File: config.mk
export PLATFORM = sky130hd
export DESIGN_NAME = symmetric_connection_state_table
export DESIGN_NICKNAME = d
export VERILOG_FILES = /design/src/rtl/core/scst_pkg.sv /design/src/rtl/core/symmetric_connection_state_table.sv
export SDC_FILE = /design/constraint.sdc
export NUM_CORES = 1
export LEC_CHECK = 0
export BUFFER_PORTS_ARGS = -buffer_cell sky130_fd_sc_hd__buf_4
export CORE_ASPECT_RATIO = 1.1
export CORE_MARGIN = 1.5
export CORE_UTILIZATION = 55
export CTS_CLUSTER_SIZE = 8
export DETAILED_ROUTE_END_ITERATION = 16
export HOLD_SLACK_MARGIN = 0.08
export MAX_ROUTING_LAYER = met4
export PLACE_DENSITY = 0.83
export RECOVER_POWER = 100
export SKIP_LAST_GASP = 1
export SYNTH_ARGS = -nofsm -noshare
export SYNTH_HDL_FRONTEND = slang
export SYNTH_SLANG_ARGS = --single-unit
export TNS_END_PERCENT = 1
File: constraint.sdc
create_clock -name clk -period 4.8 [get_ports clk]
set_input_delay 0.96 -clock clk [delete_from_list [all_inputs] [get_ports clk]]
set_output_delay 0.96 -clock clk [all_outputs]
set_load 0.005 [all_outputs]
File: src/rtl/core/scst_pkg.sv
// ----------------------------------------------------------------------------
// scst_pkg: shared types and constants for the connection state table
// Line count, operation codes, call states and stream word layouts.
// ----------------------------------------------------------------------------
`default_nettype none

package scst_pkg;

  // number of switch lines held in the table
  localparam int unsigned LINES    = 8;
  localparam int unsigned LIDX_W   = $clog2(LINES);
  // request line number field width
  localparam int unsigned LINE_W   = 4;
  // query result mask covers lines 0..7 only
  localparam int unsigned MASK_W   = 8;
  localparam int unsigned MATCH_W  = (LINES > MASK_W) ? LINES : MASK_W;
  localparam int unsigned LOWEST_W = 3;

  // operation codes
  localparam logic [2:0] OP_SET_PAIR   = 3'd0;
  localparam logic [2:0] OP_GET_PAIR   = 3'd1;
  localparam logic [2:0] OP_QUERY_LINE = 3'd2;
  localparam logic [2:0] OP_CLEAR_LINE = 3'd3;
  localparam logic [2:0] OP_CLEAR_ALL  = 3'd4;

  // call states
  typedef logic [1:0] call_state_t;
  localparam call_state_t ST_NONE = 2'd0;

  // one row of the table: state toward every other line
  typedef call_state_t [LINES-1:0] row_t;

  // request word, highest field first
  typedef struct packed {
    logic [2:0]        pad;
    call_state_t       state_value;
    logic [LINE_W-1:0] second_line;
    logic [LINE_W-1:0] first_line;
    logic [2:0]        op;
  } req_t;

  // result word, highest field first
  typedef struct packed {
    logic [MASK_W-1:0]   match_mask;
    logic [LOWEST_W-1:0] lowest_match;
    logic                found;
    logic                pair_connected;
    call_state_t         pair_state;
    logic                ok;
  } rsp_t;

endpackage

`default_nettype wire

File: src/rtl/core/symmetric_connection_state_table.sv
// ----------------------------------------------------------------------------
// symmetric_connection_state_table
// Symmetric table of 2-bit call states for every pair of switch lines, with
// set, get, row query, line clear and full clear requests.
// ----------------------------------------------------------------------------
// Each request is captured in an input register, then read and updated
// against a flop table of LINES rows in the table stage and written to an
// output register, so one request is accepted every cycle while the output
// is not stalled by out_tready. The table is cleared to none at reset in the
// same cycle; no clearing pass is needed. Requests that touch the table see
// the effect of every earlier request.
`default_nettype none

module symmetric_connection_state_table (
  input  wire logic  clk,
  input  wire logic  rst_n,
  // request: op[2:0], first_line[6:3], second_line[10:7], state_value[12:11]
  input  wire logic  in_tvalid,
  output logic       in_tready,
  input  wire logic [$bits(scst_pkg::req_t)-1:0] in_tdata,
  // result: ok[0], pair_state[2:1], pair_connected[3], found[4],
  //         lowest_match[7:5], match_mask[15:8]
  output logic       out_tvalid,
  input  wire logic  out_tready,
  output logic [$bits(scst_pkg::rsp_t)-1:0] out_tdata
);

  import scst_pkg::*;

  // input register
  logic  req_valid_r;
  req_t  req_r;
  // output register
  logic  out_valid_r;
  rsp_t  rsp_r;
  rsp_t  rsp_nxt;
  // table
  row_t  tbl_r [LINES];
  row_t  tbl_nxt [LINES];

  logic              fire;
  logic              a_ok;
  logic              b_ok;
  logic              pair_ok;
  logic [LIDX_W-1:0] a_idx;
  logic [LIDX_W-1:0] b_idx;
  row_t              a_row;
  logic [MATCH_W-1:0] match;
  logic [LOWEST_W-1:0] lowest;

  // stage advances when the output slot is free or being drained
  assign fire      = req_valid_r && (!out_valid_r || out_tready);
  assign in_tready = !req_valid_r || fire;

  always_ff @(posedge clk) begin
    if (!rst_n) begin
      req_valid_r <= 1'b0;
    end else if (in_tready) begin
      req_valid_r <= in_tvalid;
    end
  end

  always_ff @(posedge clk) begin
    if (in_tready && in_tvalid) begin
      req_r <= req_t'(in_tdata);
    end
  end

  // line and pair checks
  assign a_ok    = req_r.first_line  < LINE_W'(LINES);
  assign b_ok    = req_r.second_line < LINE_W'(LINES);
  assign pair_ok = a_ok && b_ok && (req_r.first_line != req_r.second_line);
  assign a_idx   = req_r.first_line[LIDX_W-1:0];
  assign b_idx   = req_r.second_line[LIDX_W-1:0];
  assign a_row   = tbl_r[a_idx];

  // row scan: other lines at or above the minimum state
  always_comb begin
    match = '0;
    for (int i = 0; i < LINES; i++) begin
      match[i] = (a_idx != LIDX_W'(i)) && (a_row[i] >= req_r.state_value);
    end
  end

  // lowest matching line, masked to the result width
  always_comb begin
    lowest = '0;
    for (int i = LINES - 1; i >= 0; i--) begin
      if (match[i]) begin
        lowest = LOWEST_W'(i);
      end
    end
  end

  // result
  always_comb begin
    rsp_nxt = '0;
    case (req_r.op)
      OP_SET_PAIR: begin
        rsp_nxt.ok = pair_ok;
      end
      OP_GET_PAIR: begin
        if (pair_ok) begin
          rsp_nxt.ok             = 1'b1;
          rsp_nxt.pair_state     = a_row[b_idx];
          rsp_nxt.pair_connected = a_row[b_idx] != ST_NONE;
        end
      end
      OP_QUERY_LINE: begin
        if (a_ok) begin
          rsp_nxt.ok           = 1'b1;
          rsp_nxt.found        = |match;
          rsp_nxt.lowest_match = lowest;
          rsp_nxt.match_mask   = match[MASK_W-1:0];
        end
      end
      OP_CLEAR_LINE: begin
        rsp_nxt.ok = a_ok;
      end
      OP_CLEAR_ALL: begin
        rsp_nxt.ok = 1'b1;
      end
      default: begin
        rsp_nxt = '0;
      end
    endcase
  end

  // table update
  always_comb begin
    for (int r = 0; r < LINES; r++) begin
      tbl_nxt[r] = tbl_r[r];
    end
    if (fire) begin
      case (req_r.op)
        OP_SET_PAIR: begin
          if (pair_ok) begin
            tbl_nxt[a_idx][b_idx] = req_r.state_value;
            tbl_nxt[b_idx][a_idx] = req_r.state_value;
          end
        end
        OP_CLEAR_LINE: begin
          if (a_ok) begin
            for (int r = 0; r < LINES; r++) begin
              tbl_nxt[a_idx][r] = ST_NONE;
              tbl_nxt[r][a_idx] = ST_NONE;
            end
          end
        end
        OP_CLEAR_ALL: begin
          for (int r = 0; r < LINES; r++) begin
            tbl_nxt[r] = '0;
          end
        end
        default: begin
        end
      endcase
    end
  end

  always_ff @(posedge clk) begin
    if (!rst_n) begin
      for (int r = 0; r < LINES; r++) begin
        tbl_r[r] <= '0;
      end
    end else begin
      for (int r = 0; r < LINES; r++) begin
        tbl_r[r] <= tbl_nxt[r];
      end
    end
  end

  // output register
  always_ff @(posedge clk) begin
    if (!rst_n) begin
      out_valid_r <= 1'b0;
    end else if (!out_valid_r || out_tready) begin
      out_valid_r <= req_valid_r;
    end
  end

  always_ff @(posedge clk) begin
    if (fire) begin
      rsp_r <= rsp_nxt;
    end
  end

  assign out_tvalid = out_valid_r;
  assign out_tdata  = rsp_r;

  // ---------------------------------------------------------------------------
  // Assertions
  // ---------------------------------------------------------------------------
  logic tbl_sym;
  logic tbl_zero;

  always_comb begin
    tbl_sym  = 1'b1;
    tbl_zero = 1'b1;
    for (int r = 0; r < LINES; r++) begin
      if (tbl_r[r] != '0) begin
        tbl_zero = 1'b0;
      end
      if (tbl_r[r][r] != ST_NONE) begin
        tbl_sym = 1'b0;
      end
      for (int c = 0; c < LINES; c++) begin
        if (tbl_r[r][c] != tbl_r[c][r]) begin
          tbl_sym = 1'b0;
        end
      end
    end
  end

  // table stays symmetric with an empty diagonal
  a_tbl_sym: assert property (@(posedge clk) disable iff (!rst_n) tbl_sym)
    else $error("connection table lost symmetry");

  // clear all empties the table
  a_clear_all: assert property (@(posedge clk) disable iff (!rst_n)
    fire && req_r.op == OP_CLEAR_ALL |=> tbl_zero)
    else $error("clear all left entries");

  // a rejected request carries a neutral result
  a_neutral: assert property (@(posedge clk) disable iff (!rst_n)
    out_valid_r && !rsp_r.ok |-> rsp_r == '0)
    else $error("rejected request with nonzero fields");

  // connected flag follows the pair state
  a_conn: assert property (@(posedge clk) disable iff (!rst_n)
    out_valid_r |-> rsp_r.pair_connected == (rsp_r.pair_state != ST_NONE))
    else $error("connected flag mismatch");

  // a set pair is stored at the reverse entry as well
  a_set: assert property (@(posedge clk) disable iff (!rst_n)
    fire && req_r.op == OP_SET_PAIR && pair_ok
    |=> tbl_r[$past(b_idx)][$past(a_idx)] == $past(req_r.state_value))
    else $error("set pair not stored");

endmodule

`default_nettype wire

======== Word-level counts from Yosys, hierarchy flattened ========
Memory sizes are Yosys's and may differ from the RTL's. A register that Yosys moved wholly into a read port is not among the register bits.
Index checks and enable logic that the tools add are counted.
storage, ports and cells
  register bits after elaboration ......... 31
  bits in writable memories ............... 128
  output and inout port bits .............. 18
  logic and storage cells ................. 164
  memories kept ........................... 1
memory list
  name   words  width  rd ports  clocked after Yosys merged registers in  write ports  RTL line                                RTL
  tbl_r  8      16     9         1                                        8            symmetric_connection_state_table.sv:38  row_t tbl_r [LINES];
operators by class
  magnitude comparators ................... 18
  equality and inequality tests ........... 12
  mux-type cells .......................... 53
  bitwise gates (word level) .............. 37
  reductions and logical operators ........ 29
operators by type and width
  kind                                                count
  AND 128 bit                                         8
  inverter 128 bit                                    8
  demux 16 bit (select 3 bit)                         10
  2-to-1 mux 128 bit                                  3
  one-hot mux 128 bit (3 select lines)                1
  bitwise mux 128 bit                                 2
  2-to-1 mux 16 bit                                   11
  AND 16 bit                                          8
  >= comparator 2 bit                                 8
  logical AND 1 bit                                   16
  inverter 16 bit                                     1
  2-to-1 mux 3 bit                                    5
  2-to-1 mux 14 bit                                   1
  demux 2 bit (select 3 bit)                          2
  2-to-1 mux 12 bit                                   1
  2-to-1 mux 2 bit                                    6
  != test 3 bit, second input constant                4
  2-to-1 mux 10 bit                                   1
  >= comparator 4 bit, second input constant          2
  < comparator 3 x 4 -> 1 bit, second input constant  2
  < comparator 4 x 1 -> 1 bit, second input constant  2
  < comparator 4 bit, second input constant           2
  2-to-1 mux 8 bit                                    1
  inverter 3 -> 4 bit                                 2
  other kinds (24)                                    42

======== Logic depth before layout (Yosys ltp) ========
Gate-level depths: netlist of the first run.
  word-level depth ........................ 26
  gate-level depth with buffers ........... 13
  gate-level depth less buffers ........... 10

======== Worst setup path before layout of the first run ========
No wires, ideal clock.
  path kind ............................... register -> register
  from .................................... reg (tool-made name)
  to ...................................... reg rsp_r, in the netlist out_tdata[5] (data pin)
  library setup time ...................... 0.167 ns
  arrival ................................. 2.531 ns
  data required time ...................... 4.633 ns
  slack ................................... 2.102 ns
  cell stages (with the launch flop) ...... 12
  path buffers ............................ 2
  path through ............................ dfxtp_1 buf_2 buf_2 mux4_2 mux2i_1 ha_1 nand2b_1 a21oi_1 o211ai_1 a21oi_1 o22ai_1 a211oi_1
RTL lines
  item                    RTL line                                 RTL
  end signal: assignment  symmetric_connection_state_table.sv:184  rsp_r <= rsp_nxt;
  end: declaration        symmetric_connection_state_table.sv:35   rsp_t rsp_r;

==> results.ini, run 1 <==
[run_status]
status=completed

[setup_path]
arrival_ns=4.25
slowest_stage=dfxtp_1
cpPeakStageDelay_ns=1.01
worst-setup-path-type=flip-flop to flip-flop
r2r_slack_ns=0.71
cp-end-kind=flip-flop
critPathMaxFanout=16
required_ns=4.96
cp-start-kind=flip-flop
crit_chain=clkbuf_1 > mux2i_1 > a22o_1 > a221oi_1 > ha_1 > a21boi_0 > o21ai_0 > nor2b_1 > a31oi_1

[clock_tree]
path_clk_slew_ns=0.06
clk_path_buf_depth=2
cts_tree=done
cts-resized-gates=0
post_cts_buffers=0
clkLatencyLatePin_ns=0.43
cts_sinks=162
htree_levels=4
cts-root-buf=clkbuf_16
cts_buffers=17
postCtsHoldBufs=0

[logic_synthesis]
yosys_most_used_dff=dfxtp_1
yosys_warnings=0
ys_seq_area_share_pct=41.6
synth_top_area_cell=dfxtp_1
syn_area_mm2=0.00850
async_reset_ff_share_pct=0
synth_edf_count=29
ys_types=59
ys_seq_elements=162
syn_inst=892
synthTopCellsByArea=dfxtp_1, edfxtp_1, o21a_1, nor2b_1, mux4_2
syn_avg_cell_area_um2=9.53
syn_nets=929
yosys.area.top_type_share_pct=31.3

[cells_and_area]
drive_gt1_share_pct=13.9
antennaDiodeCount=0
n_fill_cell=1218
nNetsFinal=940
syn_to_final_growth_pct=11.5
final_area_mm2=0.00948

[sta]
tightest_slew_ns=1.46
fin_tns_setup_ns=0
setup_viol=0
final.setup_skew_ns=0.00883
min_period_over_period_pct=85.2
relSlewSlack_pct=2.56
hold_viol_final=0
finalCriticalPeriod_ns=4.09
rsz0062_at_grt=false
maxSlewViolCount=0
fmax_mhz=245

[grt]
global_route.usage.total_pct=32.0
grt_max_degree=88
globalRoute.totalOverflow=0
grt_first_pass_wirelength_mm=38.0
grt_pass1_vias=7148
antenna_found_initial=0

[pwr]
peakVddDrop_mv=0.248
pwr-share-seq_pct=45.5
power.density_mw_per_mm2=331
power.total_uw=3140
switching_share_pct=24.8
p_clk_share_pct=45.2
power.combinational.fraction_pct=9.4
p_switching_uw=778
p_int_uw=2360
leakage_uw=0.00350

[detailed_routing]
dr.pass1.iters=7
drtIter0Drc=919
vias_per_cell=6.44
ant_nets=0
remaining_drc_errors=0
num_vias=7166
routed_wl_mm=24.0
wire_per_inst_um=21.6

[floorplan]
die_x_um=122
initial_core_util_pct=56.5
rows=47
core_mm2=0.0151
fp.dieH_um=133
dieArea_mm2=0.0162
boundaryPins=38

[place]
port_buffers=34
dp_hpwl_mm=16.5
place_area_mm2=0.00890
gp_congestion=0.987

[flow_run]
maxCapViolCount=0

[worst_hold_path]
hp-class=flip-flop to flip-flop

==> power by group through the flow <==
stage                     sequential [uW]  combinational, uW  clock (uW)
after floorplan                      1440                210           0
after global placement               1460                280           0
after detailed placement             1460                286           0
after CTS                            1430                289        1420
after global routing                 1430                312        1480
final                                1430                294        1420
==> synthesized netlist by cell type, drive strengths merged, types with 5 or more instances <==
library cell	n
dfxtp	133
o21a	82
nor2	81
nor2b	78
nand2	64
clkbuf	39
a22oi	30
and2	30
edfxtp	29
buf	27
mux2i	27
o21ai	25
mux4	20
ha	17
nor3	17
a21boi	16
nand2b	16
a21oi	15
nand3	15
a221oi	11
a211oi	9
inv	9
o22ai	9
a32oi	8
mux2	8
a221o	6
and3b	6
and3	5
==> kinds of logic after synthesis <==
family	after synthesis	share of synthesized area [%]
AO/OA/AOI/OAI	237	21.0
AND/OR/NAND/NOR	342	21.2
buffers and inverters	75	3.78
XOR/XNOR	4	0.412
adder cells (fa/ha/maj)	17	2.50
flip-flops	162	41.6
multiplexers	55	9.54
==> path summary, 6_finish.rpt <==
check / from / endpoint / cells after the start
worst max-delay path: flip-flop / out_tdata[4]$_SDFFCE_PN0P_ / 9
worst min-delay path: flip-flop / flip-flop / 2
worst max register to register: flip-flop / out_tdata[4]$_SDFFCE_PN0P_ / 9
worst min register to register: flip-flop / flip-flop / 2
==> routing by layer <==
metal / track usage [%] / up-vias / share of wire (%)
met2: 47.3 / 462 / 46
met3: 8.52 / 121 / 9.9
met4: 19.0 / 0 / 5.6
met5: - / - / 0
li1: - / 3261 / -
met1: 39.1 / 3322 / 38
==> area by class of cell <==
class / instances / area, um^2 / share of cell area [%]
Clock inverter: 10 / 121 / 1.28
Timing Repair Buffer: 58 / 405 / 4.28
Multi-Input combinational cell: 655 / 4630 / 48.9
Tap cell: 196 / 245 / 2.59
Sequential cell: 162 / 3530 / 37.3
Clock buffer: 22 / 505 / 5.33
Inverter: 9 / 33.8 / 0.356
==> per-stage QoR <==
| stage | util (%) | hold slack, ns | std cells | setup slack [ns] |
|---|---|---|---|---|
| 5_1_grt | 63.0 | 0.489 | 1112 | 0.518 |
| 2_1_floorplan | - | 0.427 | 892 | 2.10 |
| 4_1_cts | 63.3 | 0.466 | 1112 | 1.27 |
| 3_3_place_gp | 59.1 | 0.440 | 1080 | 1.33 |
| 3_5_place_dp | 59.1 | 0.456 | 1080 | 1.29 |
| 6_report | 63.0 | 0.463 | 1112 | 0.712 |
==> worst max-delay path, delay by kind of cell, from the launching register on <==
| kind | cells | cell delay, ns |
|---|---|---|
| and+or+nand+nor | 1 | 0.38 |
| adders and majority gates | 1 | 0.31 |
| AOI/OAI and AO/OA | 5 | 1.28 |
| DFF | 1 | 1.01 |
| muxes | 1 | 0.18 |
| buffers and inverters | 1 | 0.64 |
==> cells in the final DEF, fill, tap and decap left out, types with 7 or more instances in the layout <==
cell type  instances
o21a_1            82
a21boi_0          16
clkbuf_1           8
buf_4             19
o21ai_0           25
nand2_1           64
mux4_2            20
ha_1              17
edfxtp_1          29
nor2_1            80
nand2b_1          16
clkbuf_4          31
nor2b_1           78
mux2_2             7
clkbuf_16         18
and2_1            27
mux2i_1           27
dfxtp_1          133
a32oi_1            8
o22ai_1            9
nor3_1            17
a21oi_1           15
nand3_1           15
a22oi_1           30
inv_1              9
No activity file was read; power rests on OpenSTA's default activity.
==> run 2: changes to the inputs <==
- CTS_BUF_LIST: default -> sky130_fd_sc_hd__clkbuf_8
- RECOVER_POWER: 100 -> default
==> results.ini, run 2 (synthesis gave the netlist of run 1 again) <==
[run_status]
status=completed

[setup_path]
required_ns=5.21
arrival_ns=4.14
worst-setup-path-type=flip-flop to flip-flop
r2r_cells=7
cp-start-kind=flip-flop
cp-end-kind=flip-flop
critPathMaxFanout=19
crit-reg2reg-launch=b_idx[2]$_DFFE_PP_
r2r_slack_ns=1.07

[worst_hold_path]
hp-class=flip-flop to flip-flop
hold-path-cell-count=2

[detailed_routing]
ant_nets=0
routed_wl_mm=23.5
vias_per_cell=6.42
num_vias=7136
drtIter0Drc=849
remaining_drc_errors=0
dr.pass1.iters=6
wire_per_inst_um=21.1

[clock_tree]
post_cts_buffers=0
path_clk_slew_ns=0.09
cts_sinks=162
cts_buffers=17
clkLatencyLatePin_ns=0.47
cts-root-buf=clkbuf_8
htree_levels=4
postCtsHoldBufs=0
cts-resized-gates=0
clk_path_buf_depth=2
cts_tree=done

[place]
port_buffers=34
gp_congestion=0.987
dp_hpwl_mm=16.5

[sta]
setup_viol=0
holdWs_ns=0.466
finalCriticalPeriod_ns=3.73
min_period_over_period_pct=77.7
hold_viol_final=0
final.setup_skew_ns=0.0148
maxSlewViolCount=0
fmax_mhz=268
relSlewSlack_pct=30.5
tightest_slew_ns=1.04
fin_tns_setup_ns=0
rsz0062_at_grt=false

[cells_and_area]
final_cell_mix=dfxtp_1, o21a_1, nor2_1, nor2b_1, nand2_1
antennaDiodeCount=0
n_fill_cell=1244
syn_to_final_growth_pct=9.85
nNetsFinal=940
drive_gt1_share_pct=15.2
layout_commonest_cell=dfxtp_1

[pwr]
power.total_uw=2820
peakVddDrop_mv=0.153
power.density_mw_per_mm2=302
leakage_uw=0.00345

[grt]
grt_max_degree=88
globalRoute.totalOverflow=0
grt_pass1_vias=6964
global_route.usage.total_pct=31.0
grt_first_pass_wirelength_mm=37.1
antenna_found_initial=0

[floorplan]
rows=47
initial_core_util_pct=56.5
dieArea_mm2=0.0162
fp.dieH_um=133
die_x_um=122
core_mm2=0.0151
boundaryPins=38

[flow_run]
maxCapViolCount=0

[run 2: cell count changes in the layout (fill, tap and decap cells not counted), moves of 8 or more]
| cell | previous run | this run |
|---|---|---|
| buf_4 | 19 | 58 |
| clkbuf_1 | 8 | 0 |
| clkbuf_8 | 4 | 21 |
| clkbuf_16 | 18 | 0 |
| clkbuf_4 | 31 | 0 |
[run 2: routing by layer]
metal	GRT usage, %	share of wire (%)
met2	46.2	45
met1	38.4	38
met3	6.89	11
met4	18.3	5.5
met5	-	0
[run 2: how the worst max path moves through the flow]
stage	start	endpoint	slack, ns	cells after the start
2_1_floorplan	flip-flop	out_tdata[5]$_SDFFCE_PP0P_	2.10	11
3_3_place_gp	b_idx[2]$_DFFE_PP_	flip-flop	1.33	7
3_5_place_dp	b_idx[2]$_DFFE_PP_	flip-flop	1.29	7
4_1_cts	b_idx[2]$_DFFE_PP_	flip-flop	1.25	7
5_1_grt	b_idx[2]$_DFFE_PP_	flip-flop	0.99	7
6_report	b_idx[2]$_DFFE_PP_	flip-flop	1.07	7
[run 2: cell type report]
| type | count | area, um^2 | area share, % |
|---|---|---|---|
| clock inverter | 11 | 151 | 1.62 |
| tap | 196 | 245 | 2.63 |
| multi-input combinational | 655 | 4650 | 49.8 |
| clock buffer | 21 | 289 | 3.10 |
| sequential | 162 | 3530 | 37.9 |
| inverter | 9 | 33.8 | 0.362 |
| timing repair buffer | 58 | 435 | 4.66 |
[run 2: critical path, stage by stage (launching register included)]
cell and delay (ns):
edfxtp_1 0.77, xor2_1 0.35, o41ai_2 0.19, a221oi_2 0.83, nand3_1 0.75, buf_4 0.44
nor2_1 0.19, o21a_1 0.15
[run 2: through the flow]
| step | worst slack, ns | cell area [um^2] | utilization, % | instances |
|---|---|---|---|---|
| global placement | 1.33 | 8900 | 59.1 | 1080 |
| CTS | 1.25 | 9340 | 62.0 | 1112 |
| floorplan | 2.10 | 8500 | - | 892 |
| finish | 1.07 | 9340 | 62.0 | 1112 |
| detailed placement | 1.29 | 8900 | 59.1 | 1080 |
| global route | 0.991 | 9340 | 62.0 | 1112 |
[run 2: report_power, final]
part	switching [uW]	internal, uW
Sequential	26.6	1400
Clock	519	573
Combinational	187	110
